File: src/rtl/lgrs_pkg.sv
// Shared types, constants and functions for the life generation row stream.
// Used by the cell, the output queue, the top level and the checker.
// Depends on nothing.
package lgrs_pkg;

  localparam int ROW_W      = 64;
  localparam int MAX_WIDTH  = 64;
  localparam int MAX_ROWS   = 1024;
  localparam int ROW_CNT_W  = $clog2(MAX_ROWS + 1);
  localparam int OUT_ROW_W  = 10;
  localparam int CFG_W      = 7;
  localparam logic [CFG_W-1:0] RESET_WIDTH = CFG_W'(MAX_WIDTH);

  localparam logic [3:0] BIRTH_COUNT   = 4'd3;
  localparam logic [3:0] SURVIVE_COUNT = 4'd2;

  // Masked state of one column, as seen by the neighboring cells.
  typedef struct packed {
    logic upp;
    logic mid;
    logic row;
  } col_bits_t;

  typedef struct packed {
    logic [ROW_W-1:0]     next_bits;
    logic [OUT_ROW_W-1:0] out_row;
    logic                 grid_done;
  } result_t;

  // Up to two results enter the queue per cycle, packed from slot zero.
  typedef struct packed {
    logic    vld0;
    logic    vld1;
    result_t data0;
    result_t data1;
  } push_t;

  // B3/S23 rule on the eight neighbor bits and the cell itself.
  function automatic logic next_cell(input logic [7:0] nb, input logic here);
    logic [3:0] n;
    n = '0;
    for (int i = 0; i < 8; i++) begin
      n = n + 4'(nb[i]);
    end
    return (n == BIRTH_COUNT) || ((n == SURVIVE_COUNT) && here);
  endfunction

  // Row index of a result, saturating at the last row a grid can report.
  function automatic logic [OUT_ROW_W-1:0] row_index(input logic [ROW_CNT_W-1:0] idx);
    logic [ROW_CNT_W-1:0] sat;
    sat = (idx > ROW_CNT_W'(MAX_ROWS - 1)) ? ROW_CNT_W'(MAX_ROWS - 1) : idx;
    return OUT_ROW_W'(sat);
  endfunction

endpackage

File: src/rtl/lgrs_cell.sv
// One column cell of the life stencil: holds two rows of its column.
// Depends on lgrs_pkg.
module lgrs_cell import lgrs_pkg::*; (
  input  logic      clk,
  input  logic      rst_n,
  input  logic      live_i,
  input  logic      shift_i,
  input  logic      clear_i,
  input  logic      row_bit_i,
  input  col_bits_t left_i,
  input  col_bits_t right_i,
  output col_bits_t own_o,
  output logic      next_mid_o,
  output logic      next_row_o
);

  logic upp_r, upp_nxt;
  logic mid_r, mid_nxt;

  assign own_o.row = row_bit_i & live_i;
  assign own_o.mid = mid_r & live_i;
  assign own_o.upp = upp_r & live_i;

  // Next state of the held middle row, with the arriving row below it.
  assign next_mid_o = live_i & next_cell({left_i.upp, own_o.upp, right_i.upp,
                                          left_i.row, own_o.row, right_i.row,
                                          left_i.mid, right_i.mid}, own_o.mid);

  // Next state of the arriving row when it is the last one: dead below.
  assign next_row_o = live_i & next_cell({left_i.mid, own_o.mid, right_i.mid,
                                          left_i.row, right_i.row, 3'b000}, own_o.row);

  always_comb begin
    upp_nxt = upp_r;
    mid_nxt = mid_r;
    if (clear_i) begin
      upp_nxt = 1'b0;
      mid_nxt = 1'b0;
    end else if (shift_i) begin
      upp_nxt = mid_r;
      mid_nxt = own_o.row;
    end
  end

  always_ff @(posedge clk) begin
    if (!rst_n) begin
      upp_r <= 1'b0;
      mid_r <= 1'b0;
    end else begin
      upp_r <= upp_nxt;
      mid_r <= mid_nxt;
    end
  end

endmodule

File: src/rtl/lgrs_out_queue.sv
// Two-entry result queue that decouples the stencil from the output channel.
// Depends on lgrs_pkg.
module lgrs_out_queue import lgrs_pkg::*; (
  input  logic       clk,
  input  logic       rst_n,
  input  push_t      push_i,
  input  logic       out_stall_i,
  output logic       out_valid_o,
  output result_t    head_o,
  output logic [1:0] free_o
);

  result_t    slot0_r, slot0_nxt;
  result_t    slot1_r, slot1_nxt;
  logic [1:0] count_r, count_nxt;
  logic       pop;
  logic [1:0] kept;
  result_t    keep0;

  assign out_valid_o = (count_r != 2'd0);
  assign head_o      = slot0_r;
  assign pop         = out_valid_o && !out_stall_i;
  assign kept        = count_r - 2'(pop);
  assign keep0       = pop ? slot1_r : slot0_r;
  assign free_o      = 2'd2 - kept;

  always_comb begin
    slot0_nxt = slot0_r;
    slot1_nxt = slot1_r;
    case (kept)
      2'd0: begin
        slot0_nxt = push_i.data0;
        slot1_nxt = push_i.data1;
      end
      2'd1: begin
        slot0_nxt = keep0;
        slot1_nxt = push_i.data0;
      end
      default: begin
        slot0_nxt = slot0_r;
        slot1_nxt = slot1_r;
      end
    endcase
    count_nxt = kept + 2'(push_i.vld0) + 2'(push_i.vld1);
  end

  always_ff @(posedge clk) begin
    if (!rst_n) begin
      count_r <= 2'd0;
    end else begin
      count_r <= count_nxt;
    end
  end

  always_ff @(posedge clk) begin
    slot0_r <= slot0_nxt;
    slot1_r <= slot1_nxt;
  end

endmodule

File: src/rtl/life_generation_row_stream.sv
// Top level of the streaming B3/S23 life generation step.
// Depends on lgrs_pkg, lgrs_cell and lgrs_out_queue.
//
// This block computes one generation of the B3/S23 cellular automaton on a
// bounded grid whose outside is dead. Grid rows enter top row first, one row
// per input transfer, with in_last_row set on the final row. A row of 64
// identical column cells holds the two previous rows; each cell works on its
// own column and trades its masked bits with its left and right neighbors in
// every cycle. Every row after the first yields the next state of the row
// above it, and the marked row also yields its own next state, so a grid of
// N rows gives N results, the last one flagged by out_grid_done. Columns at
// or above the configured width read as dead and come out as zero; out_row
// sticks at 1023 on very tall grids. The block takes one row per cycle while
// in_stall is low; results are registered in the two-entry result queue, which
// absorbs the double result of a marked row, so in_stall rises only when
// out_stall backs up that queue. The width register (reset value 64) is
// written with cfg_wr_en and should change only while the block is idle.
module life_generation_row_stream import lgrs_pkg::*; (
  input  logic                 clk,
  input  logic                 rst_n,
  input  logic                 cfg_wr_en,
  input  logic [CFG_W-1:0]     cfg_row_width,
  input  logic                 in_valid,
  output logic                 in_stall,
  input  logic [ROW_W-1:0]     in_row_bits,
  input  logic                 in_last_row,
  output logic                 out_valid,
  input  logic                 out_stall,
  output logic [ROW_W-1:0]     out_next_bits,
  output logic [OUT_ROW_W-1:0] out_row,
  output logic                 out_grid_done
);

  logic [CFG_W-1:0]     row_width_r;
  logic [ROW_CNT_W-1:0] rows_seen_r, rows_seen_nxt;

  logic             in_xfer;
  logic             have_above;
  logic [1:0]       need;
  logic [1:0]       free;
  logic             shift;
  logic             clear;

  col_bits_t        own_w   [ROW_W];
  col_bits_t        left_w  [ROW_W];
  col_bits_t        right_w [ROW_W];
  logic [ROW_W-1:0] live_w;
  logic [ROW_W-1:0] next_mid_w;
  logic [ROW_W-1:0] next_row_w;

  result_t          res_mid;
  result_t          res_last;
  push_t            push;
  result_t          head;

  // A row transfer needs one queue slot for the row above it (if any) and
  // one more when it closes the grid.
  assign have_above = (rows_seen_r != '0);
  assign need       = 2'(have_above) + 2'(in_last_row);
  assign in_stall   = (need > free);
  assign in_xfer    = in_valid && !in_stall;
  assign shift      = in_xfer && !in_last_row;
  assign clear      = in_xfer && in_last_row;

  // The column cells. Edge cells see dead columns outside the grid.
  for (genvar c = 0; c < ROW_W; c++) begin : g_col
    assign live_w[c] = (c < MAX_WIDTH) && (CFG_W'(c) < row_width_r);

    if (c == 0) begin : g_left_edge
      assign left_w[c] = '0;
    end else begin : g_left
      assign left_w[c] = own_w[c-1];
    end

    if (c == ROW_W - 1) begin : g_right_edge
      assign right_w[c] = '0;
    end else begin : g_right
      assign right_w[c] = own_w[c+1];
    end

    lgrs_cell u_cell (
      .clk        (clk),
      .rst_n      (rst_n),
      .live_i     (live_w[c]),
      .shift_i    (shift),
      .clear_i    (clear),
      .row_bit_i  (in_row_bits[c]),
      .left_i     (left_w[c]),
      .right_i    (right_w[c]),
      .own_o      (own_w[c]),
      .next_mid_o (next_mid_w[c]),
      .next_row_o (next_row_w[c])
    );
  end

  // The result for the held middle row, and for a marked row itself.
  assign res_mid.next_bits  = next_mid_w;
  assign res_mid.out_row    = row_index(rows_seen_r - ROW_CNT_W'(1));
  assign res_mid.grid_done  = 1'b0;
  assign res_last.next_bits = next_row_w;
  assign res_last.out_row   = row_index(rows_seen_r);
  assign res_last.grid_done = 1'b1;

  // Results are packed from the first slot so the queue keeps their order.
  assign push.vld0  = in_xfer && (have_above || in_last_row);
  assign push.vld1  = in_xfer && have_above && in_last_row;
  assign push.data0 = have_above ? res_mid : res_last;
  assign push.data1 = res_last;

  lgrs_out_queue u_queue (
    .clk         (clk),
    .rst_n       (rst_n),
    .push_i      (push),
    .out_stall_i (out_stall),
    .out_valid_o (out_valid),
    .head_o      (head),
    .free_o      (free)
  );

  assign out_next_bits = head.next_bits;
  assign out_row       = head.out_row;
  assign out_grid_done = head.grid_done;

  // Row counter: saturates on tall grids and returns to zero after the
  // marked row so the next grid starts clean.
  always_comb begin
    rows_seen_nxt = rows_seen_r;
    if (clear) begin
      rows_seen_nxt = '0;
    end else if (shift && (rows_seen_r < ROW_CNT_W'(MAX_ROWS))) begin
      rows_seen_nxt = rows_seen_r + ROW_CNT_W'(1);
    end
  end

  always_ff @(posedge clk) begin
    if (!rst_n) begin
      row_width_r <= RESET_WIDTH;
      rows_seen_r <= '0;
    end else begin
      rows_seen_r <= rows_seen_nxt;
      if (cfg_wr_en) begin
        row_width_r <= cfg_row_width;
      end
    end
  end

endmodule

File: config.mk
export PLATFORM = sky130hd
export DESIGN_NAME = life_generation_row_stream
export DESIGN_NICKNAME = d
export VERILOG_FILES = /design/src/rtl/lgrs_pkg.sv /design/src/rtl/lgrs_cell.sv /design/src/rtl/lgrs_out_queue.sv /design/src/rtl/life_generation_row_stream.sv
export SDC_FILE = /design/constraint.sdc
export NUM_CORES = 2
export LEC_CHECK = 0
export ABC_AREA = 1
export ABC_CLOCK_PERIOD_IN_PS = 7000
export BUFFER_PORTS_ARGS = -buffer_cell sky130_fd_sc_hd__buf_4
export CORE_MARGIN = 5
export CORE_UTILIZATION = 35
export CTS_BUF_LIST = sky130_fd_sc_hd__clkbuf_2 sky130_fd_sc_hd__clkbuf_4 sky130_fd_sc_hd__clkbuf_8
export CTS_CLUSTER_DIAMETER = 80
export DETAILED_ROUTE_END_ITERATION = 6
export PLACE_DENSITY = 0.57
export SLEW_MARGIN = 20
export SYNTH_ARGS = -nofsm -noshare
export SYNTH_HDL_FRONTEND = slang
export SYNTH_SLANG_ARGS = --single-unit
File: constraint.sdc
create_clock -name clk -period 7 [get_ports clk]
set_clock_uncertainty 0.2 [all_clocks]
set_input_delay 0.35 -clock clk [delete_from_list [all_inputs] [get_ports clk]]
set_output_delay 0.35 -clock clk [all_outputs]
set_load 0.05 [all_outputs]
## Yosys cells after proc, flatten, opt, wreduce, memory -nomap -nowiden

Index checks and enable logic that the tools add are counted.

| word-level totals | value |
|---|---|
| output and inout bits | 77 |
| input bits | 77 |
| bits in registers | 298 |
| word-level logic and storage cells | 1764 |

| cells by class | value |
|---|---|
| reduce and logical (&&, ||, !) cells | 274 |
| order comparisons | 68 |
| eq/ne operators | 258 |
| $add $sub $neg | 700 |
| bitwise operators | 321 |
| muxes and demuxes | 6 |

Operator list:

| cell | number |
|---|---|
| 4-bit by 1-bit adder with 4-bit output | 566 |
| 4-bit by 2-bit == test with 1-bit output, second input constant | 256 |
| 1-bit AND | 320 |
| 75-bit one-hot mux with 2 select lines | 2 |
| 1-bit by 1-bit adder with 2-bit output | 128 |
| 6-bit by 7-bit < comparator with 1-bit output, first input constant | 32 |
| 75-bit two-way mux | 2 |
| 1-bit logical AND | 136 |
| 1-bit logical OR | 129 |
| 5-bit by 7-bit < comparator with 1-bit output, first input constant | 16 |
| 4-bit by 7-bit < comparator with 1-bit output, first input constant | 8 |
| 3-bit by 7-bit < comparator with 1-bit output, first input constant | 4 |
| 11-bit by 10-bit > comparator with 1-bit output, second input constant | 2 |
| 10-bit two-way mux | 2 |
| 1-bit by 7-bit < comparator with 1-bit output, first input constant | 2 |
| 2-bit by 7-bit < comparator with 1-bit output, first input constant | 2 |
| 11-bit by 1-bit adder with 11-bit output, second input constant | 1 |
| 11-bit < comparator, second input constant | 1 |
| 11-bit nonzero test | 1 |
| 11-bit by 1-bit subtractor with 11-bit output, second input constant | 1 |
| 2-bit by 1-bit adder with 2-bit output | 2 |
| 2-bit nonzero test | 2 |
| 1-bit logical NOT | 3 |
| 2-bit by 1-bit == test with 1-bit output, second input constant | 1 |
| other kinds (8) | 8 |

## Depth between registers and ports, before layout

| depth | value |
|---|---|
| depth in word-level cells | 15 |
| depth in mapped cells | 21 |
| gate-level depth less buffers | 21 |

## Cells and area by module

A second synthesis with hierarchy kept.

| unflattened totals | value |
|---|---|
| cell total of the unflattened synthesis | 4419 |
| area total of the unflattened synthesis | 32916.6 um2 |

Modules (own cells, without submodules):

| module | sequential area each (um2) | area an instance (um2) | cells an instance | instances |
|---|---|---|---|---|
| lgrs_cell | 40.0 | 362.8 | 50 | 64 |
| lgrs_out_queue | 4544.4 | 6896.6 | 656 | 1 |
| life_generation_row_stream | 360.3 | 2797.7 | 563 | 1 |

## Worst setup path before layout

Ideal clock, no wire load.

| timing | value |
|---|---|
| kind | register -> register |
| from | reg u_queue.count_r[0] |
| to | reg u_queue.slot0_r (netlist bit u_queue.head_o[0]) (enable) |
| data required time | 6.361 ns |
| stages on the path, launching flop included | 9 |
| path slack | 2.100 ns |
| clock period less this slack | 4.900 ns |
| buffers on the path | 1 |
| arrival | 4.262 ns |
| cell sequence | dfxtp_1 > inv_1 > a21oi_1 > ha_1 > xnor2_1 > ha_1 > clkbuf_1 > or2_2 > o21a_1 |

| on the way | value |
|---|---|
| cells in the longest elaborated chain, start to end | 6 |
| elaborated cells on any way between the ends | 8 |
| those cells by class | add/sub: 1; eq/ne: 2; reduce/logical: 5 |

RTL lines:

| element | RTL line | RTL |
|---|---|---|
| from (decl) | lgrs_out_queue.sv:15 | `logic [1:0] count_r, count_nxt;` |
| from (signal assigned) | lgrs_out_queue.sv:51 | `count_r <= count_nxt;` |
| 2-bit nonzero test | lgrs_out_queue.sv:20 | `assign out_valid_o = (count_r != 2'd0);` |
| 1-bit logical AND | lgrs_out_queue.sv:22 | `assign pop = out_valid_o && !out_stall_i;` |
| 2-bit by 1-bit subtractor with 2-bit output | lgrs_out_queue.sv:23 | `assign kept = count_r - 2'(pop);` |
| 2-bit by 1-bit == test with 1-bit output / 2-bit logical NOT (equally long branches) | lgrs_out_queue.sv:30 | `case (kept)` |
| 2-bit by 1-bit != test with 1-bit output (no line) / 2-bit nonzero test (equally long branches) | -- |  |
| 2-bit AND reduction (no line) (*) | -- |  |
| to (signal assigned) | lgrs_out_queue.sv:56 | `slot0_r <= slot0_nxt;` |
| to (decl) | lgrs_out_queue.sv:13 | `result_t slot0_r, slot0_nxt;` |

Mark *: on every way between the ends. The rest lies on a longest branch, timed or not.
A chain may end at the register's enable or synchronous reset.

==> summary.txt <==
Status
  – Status: complete, no violations

Placed design
  – PortBufs: 153
  – Final RePlAce weighted congestion: 0.890
  – DPL Wire Length: 70.0 mm

Job
  – Maximum Capacitance Violations: 0

Clock network
  – Post-cts sizing count: 0
  – CTS max path bufs: 3
  – Total CTS buffers: 59
  – Clk root buf: clkbuf_8
  – CTS tree: built
  – H-tree levels: 2
  – Clk_lat worst skew: 700 ps
  – # clock sinks: 298
  – Clk slew on worst S/H paths: 70 ps

Yosys
  – Synthesized flop and latch total: 298
  – Cell count after synthesis: 3631
  – Synthesized area: 0.0311 mm²
  – Syn Area/Cell: 8.56 µm²
  – Cell variety after synth: 56
  – Synth Warn #: 0
  – Sequential share of the synthesized area: 0.240
  – Post-synth EDFFs: 150
  – Commonest register cell after synthesis: edfxtp_1
  – Asr flop ratio synth: 0
  – Syn_nets: 4358

Detailed routing
  – Post-route ant nets: 0
  – Via count: 24957
  – Initial drt markers: 1709
  – DR vias/cell: 4.94
  – Detailed Route WL: 93.4 mm
  – Final routed DRC violation total: 0
  – Routed WL per cell: 18.5 µm
  – 1st-pass router iterations: 5

Die
  – Row count: 109
  – Initial Util: 0.352
  – # IOs: 154
  – Die X: 308 µm
  – Total die area: 0.0948 mm²
  – Die Y: 308 µm
  – Core ar.: 0.0882 mm²

Pwr
  – P_sw: 8.15 mW
  – Total power divided by cell area: 445 mW/mm²
  – Static leakage: 17.0 nW
  – Internal: 7.62 mW
  – Worst vdd ir: 0.389 mV
  – Sw Share: 0.517
  – Logic gate share of total power: 0.662
  – Clock power share: 0.130
  – Reg power frac: 0.208

GRT
  – Total track usage: 0.196
  – First-pass GRT wire length: 145 mm
  – Vias in the first global route: 24687
  – Largest net degree at the start of global routing: 153
  – Initial antenna violation count: 4
  – Overflow after GRT: 0

Final layout
  – Nets@finish: 4566
  – Fill cell count: 8961
  – Area growth from synthesis to layout: 14.0%
  – Seq. cell area: 0.00747 mm²
  – Share of layout cells above drive strength 1: 0.109
  – Area of the multi-input gates: 0.0200 mm²

Worst hold path
  – HP Start: in_row_bits[41]
  – HP Class: in2reg

Setup path
  – CP Class: reg2reg
  – Startpoint types: register
  – Reg2reg start: row_width_r[2]$_SDFFE_PN0P_
  – Data required time of the worst path: 7330 ps
  – CP Capture Type: register
  – CP startpoint: row_width_r[2]$_SDFFE_PN0P_
  – CP max FO: 8
  – Crit path arrival time: 5940 ps

STA
  – Total negative slack: 0 ps
  – Fin crit share: 0.802
  – RSZ-0062 raised after global routing: false
  – Final setup violation count: 0
  – Max Slew Vio Count: 0
  – Tightest Pin Transition: 1100 ps
  – Final Hold Vio Count: 0
  – Min cycle time layout: 5620 ps
  – Max Clk Rate: 0.178 GHz
  – Final hold slack: 45.9 ps
  – Slew headroom: 0.265
[flip-flops by register name, indices dropped and copies added, names as in the netlist]
name and count:
g_col.u_cell.mid_r 64, g_col.u_cell.upp_r 64, row_width_r 7, rows_seen_r 11, u_queue.count_r 2, u_queue.head_o 75, u_queue.slot1_r 75
[what timing repair did]
action	in CTS	in global routing
endpoints found under the hold margin	138	0
hold buffers	65	0
buffers inserted	0	0
[worst paths after layout]
path	to	slack, ps	depth (start not counted)
setup reg to reg	u_queue.head_o[21]$_DFFE_PP_	1380	12
hold / removal	g_col[41].u_cell.mid_r$_SDFFE_PP0P_	50	5
setup / recovery	u_queue.head_o[21]$_DFFE_PP_	1380	12
hold reg to reg	g_col[16].u_cell.upp_r$_SDFFE_PP0P_	260	2
[layout make-up]
type	instances	area share
Multi-Input combinational cell	2375	0.563
Clock buffer	95	0.0337
Clock inverter	15	0.00378
Timing Repair Buffer	235	0.0547
Sequential cell	298	0.211
Tap cell	1165	0.0411
Antenna cell	1	0.0000706
Inverter	870	0.0926
[through the flow]
| stage | cells | power (mW) | utilization | worst slack [ps] | cell area (µm²) |
|---|---|---|---|---|---|
| 2_1_floorplan | 3631 | 10.6 | - | 2100 | 31100 |
| 3_3_place_gp | 4878 | 13.6 | 0.379 | 1440 | 33400 |
| 3_5_place_dp | 4878 | 13.8 | 0.379 | 1380 | 33400 |
| 4_1_cts | 5053 | 16.0 | 0.402 | 1360 | 35400 |
| 5_1_grt | 5054 | 17.4 | 0.402 | 1110 | 35400 |
| 6_report | 5054 | 15.8 | 0.402 | 1380 | 35400 |
[Yosys cell counts, drive strengths merged, types with 2 or more instances]
master,n,area [µm²]
o21bai,12,90.1
or2,8,50.1
a31oi,8,50.1
ha,318,3980
nand4,11,68.8
o211ai,68,510
a211oi,22,165
mux2i,11,110
o221ai,12,105
fa,332,6650
nand3b,14,105
a21oi,226,1170
a221oi,9,78.8
dfxtp,148,2960
o2111ai,62,543
buf,34,190
a21o,7,52.6
xnor2,44,385
o21ai,230,1180
xor2,61,534
edfxtp,150,4500
nor3,23,131
nor4,2,12.5
and3b,2,17.5
clkbuf,54,203
a31o,35,307
a22oi,3,22.5
o22ai,4,25.0
nand2,496,1940
nor2,284,1230
nor3b,8,60.1
inv,868,3260
nand3,56,285
[power groups by stage]
stage / combinational [mW] / sequential [mW] / clock, mW
after floorplan: 6.67 / 3.97 / 0
after global placement: 10.3 / 3.32 / 0
after detailed placement: 10.5 / 3.32 / 0
after CTS: 10.6 / 3.29 / 2.11
after global routing: 11.9 / 3.36 / 2.18
final: 10.4 / 3.28 / 2.04
[cells by family (layout without fill, tap and decap cells)]
group | Yosys count | count (layout) | share of synthesized area
other | 0 | 1 | 0
AND/OR/NAND/NOR | 904 | 904 | 0.126
multiplexers | 11 | 11 | 0.00354
XOR/XNOR | 105 | 105 | 0.0296
buffers and inverters | 958 | 1215 | 0.118
AO/OA/AOI/OAI | 705 | 705 | 0.141
adder cells (fa/ha/maj) | 650 | 650 | 0.342
flip-flops | 298 | 298 | 0.240
[layout by cell type, fill, tap and decap left out, types with 14 or more instances in the layout]
cell type | netlist | final
edfxtp_1 | 150 | 150
o2111ai_1 | 62 | 62
ha_1 | 318 | 317
nor2_1 | 247 | 247
xnor2_1 | 44 | 44
nand3_1 | 55 | 55
nand3b_1 | 14 | 14
inv_1 | 851 | 850
o21ai_1 | 13 | 14
o211ai_1 | 68 | 68
clkbuf_4 | 0 | 18
nand2_1 | 474 | 474
buf_4 | 3 | 169
xor2_1 | 61 | 61
a31o_2 | 35 | 35
a21oi_1 | 215 | 215
o21ai_0 | 208 | 207
inv_2 | 17 | 17
dfxtp_1 | 148 | 148
nor2_4 | 15 | 16
nand2_2 | 18 | 18
a211oi_1 | 22 | 22
dlygate4sd3_1 | 0 | 65
clkbuf_8 | 0 | 77
nor2_2 | 22 | 21
nor3_1 | 21 | 21
fa_1 | 332 | 332
[critical path, cell delays in order, from the launching register on]
cell,delay (ps)
dfxtp_1,570
inv_1,360
nand2_1,150
inv_1,340
o21ai_1,810
nand2_1,420
fa_1,660
fa_1,440
fa_1,420
fa_1,400
a221oi_1,300
o211ai_1,150
o211ai_1,220
[routing by layer]
metal / track usage / vias to the layer above / wire length, µm
li1: - / 12105 / -
met1: 0.273 / 12121 / 42600
met2: 0.316 / 604 / 42500
met3: 0.0347 / 125 / 5830
met4: 0.0494 / 2 / 2450
met5: 0 / - / 12
(Power assumes the default switching activity.)
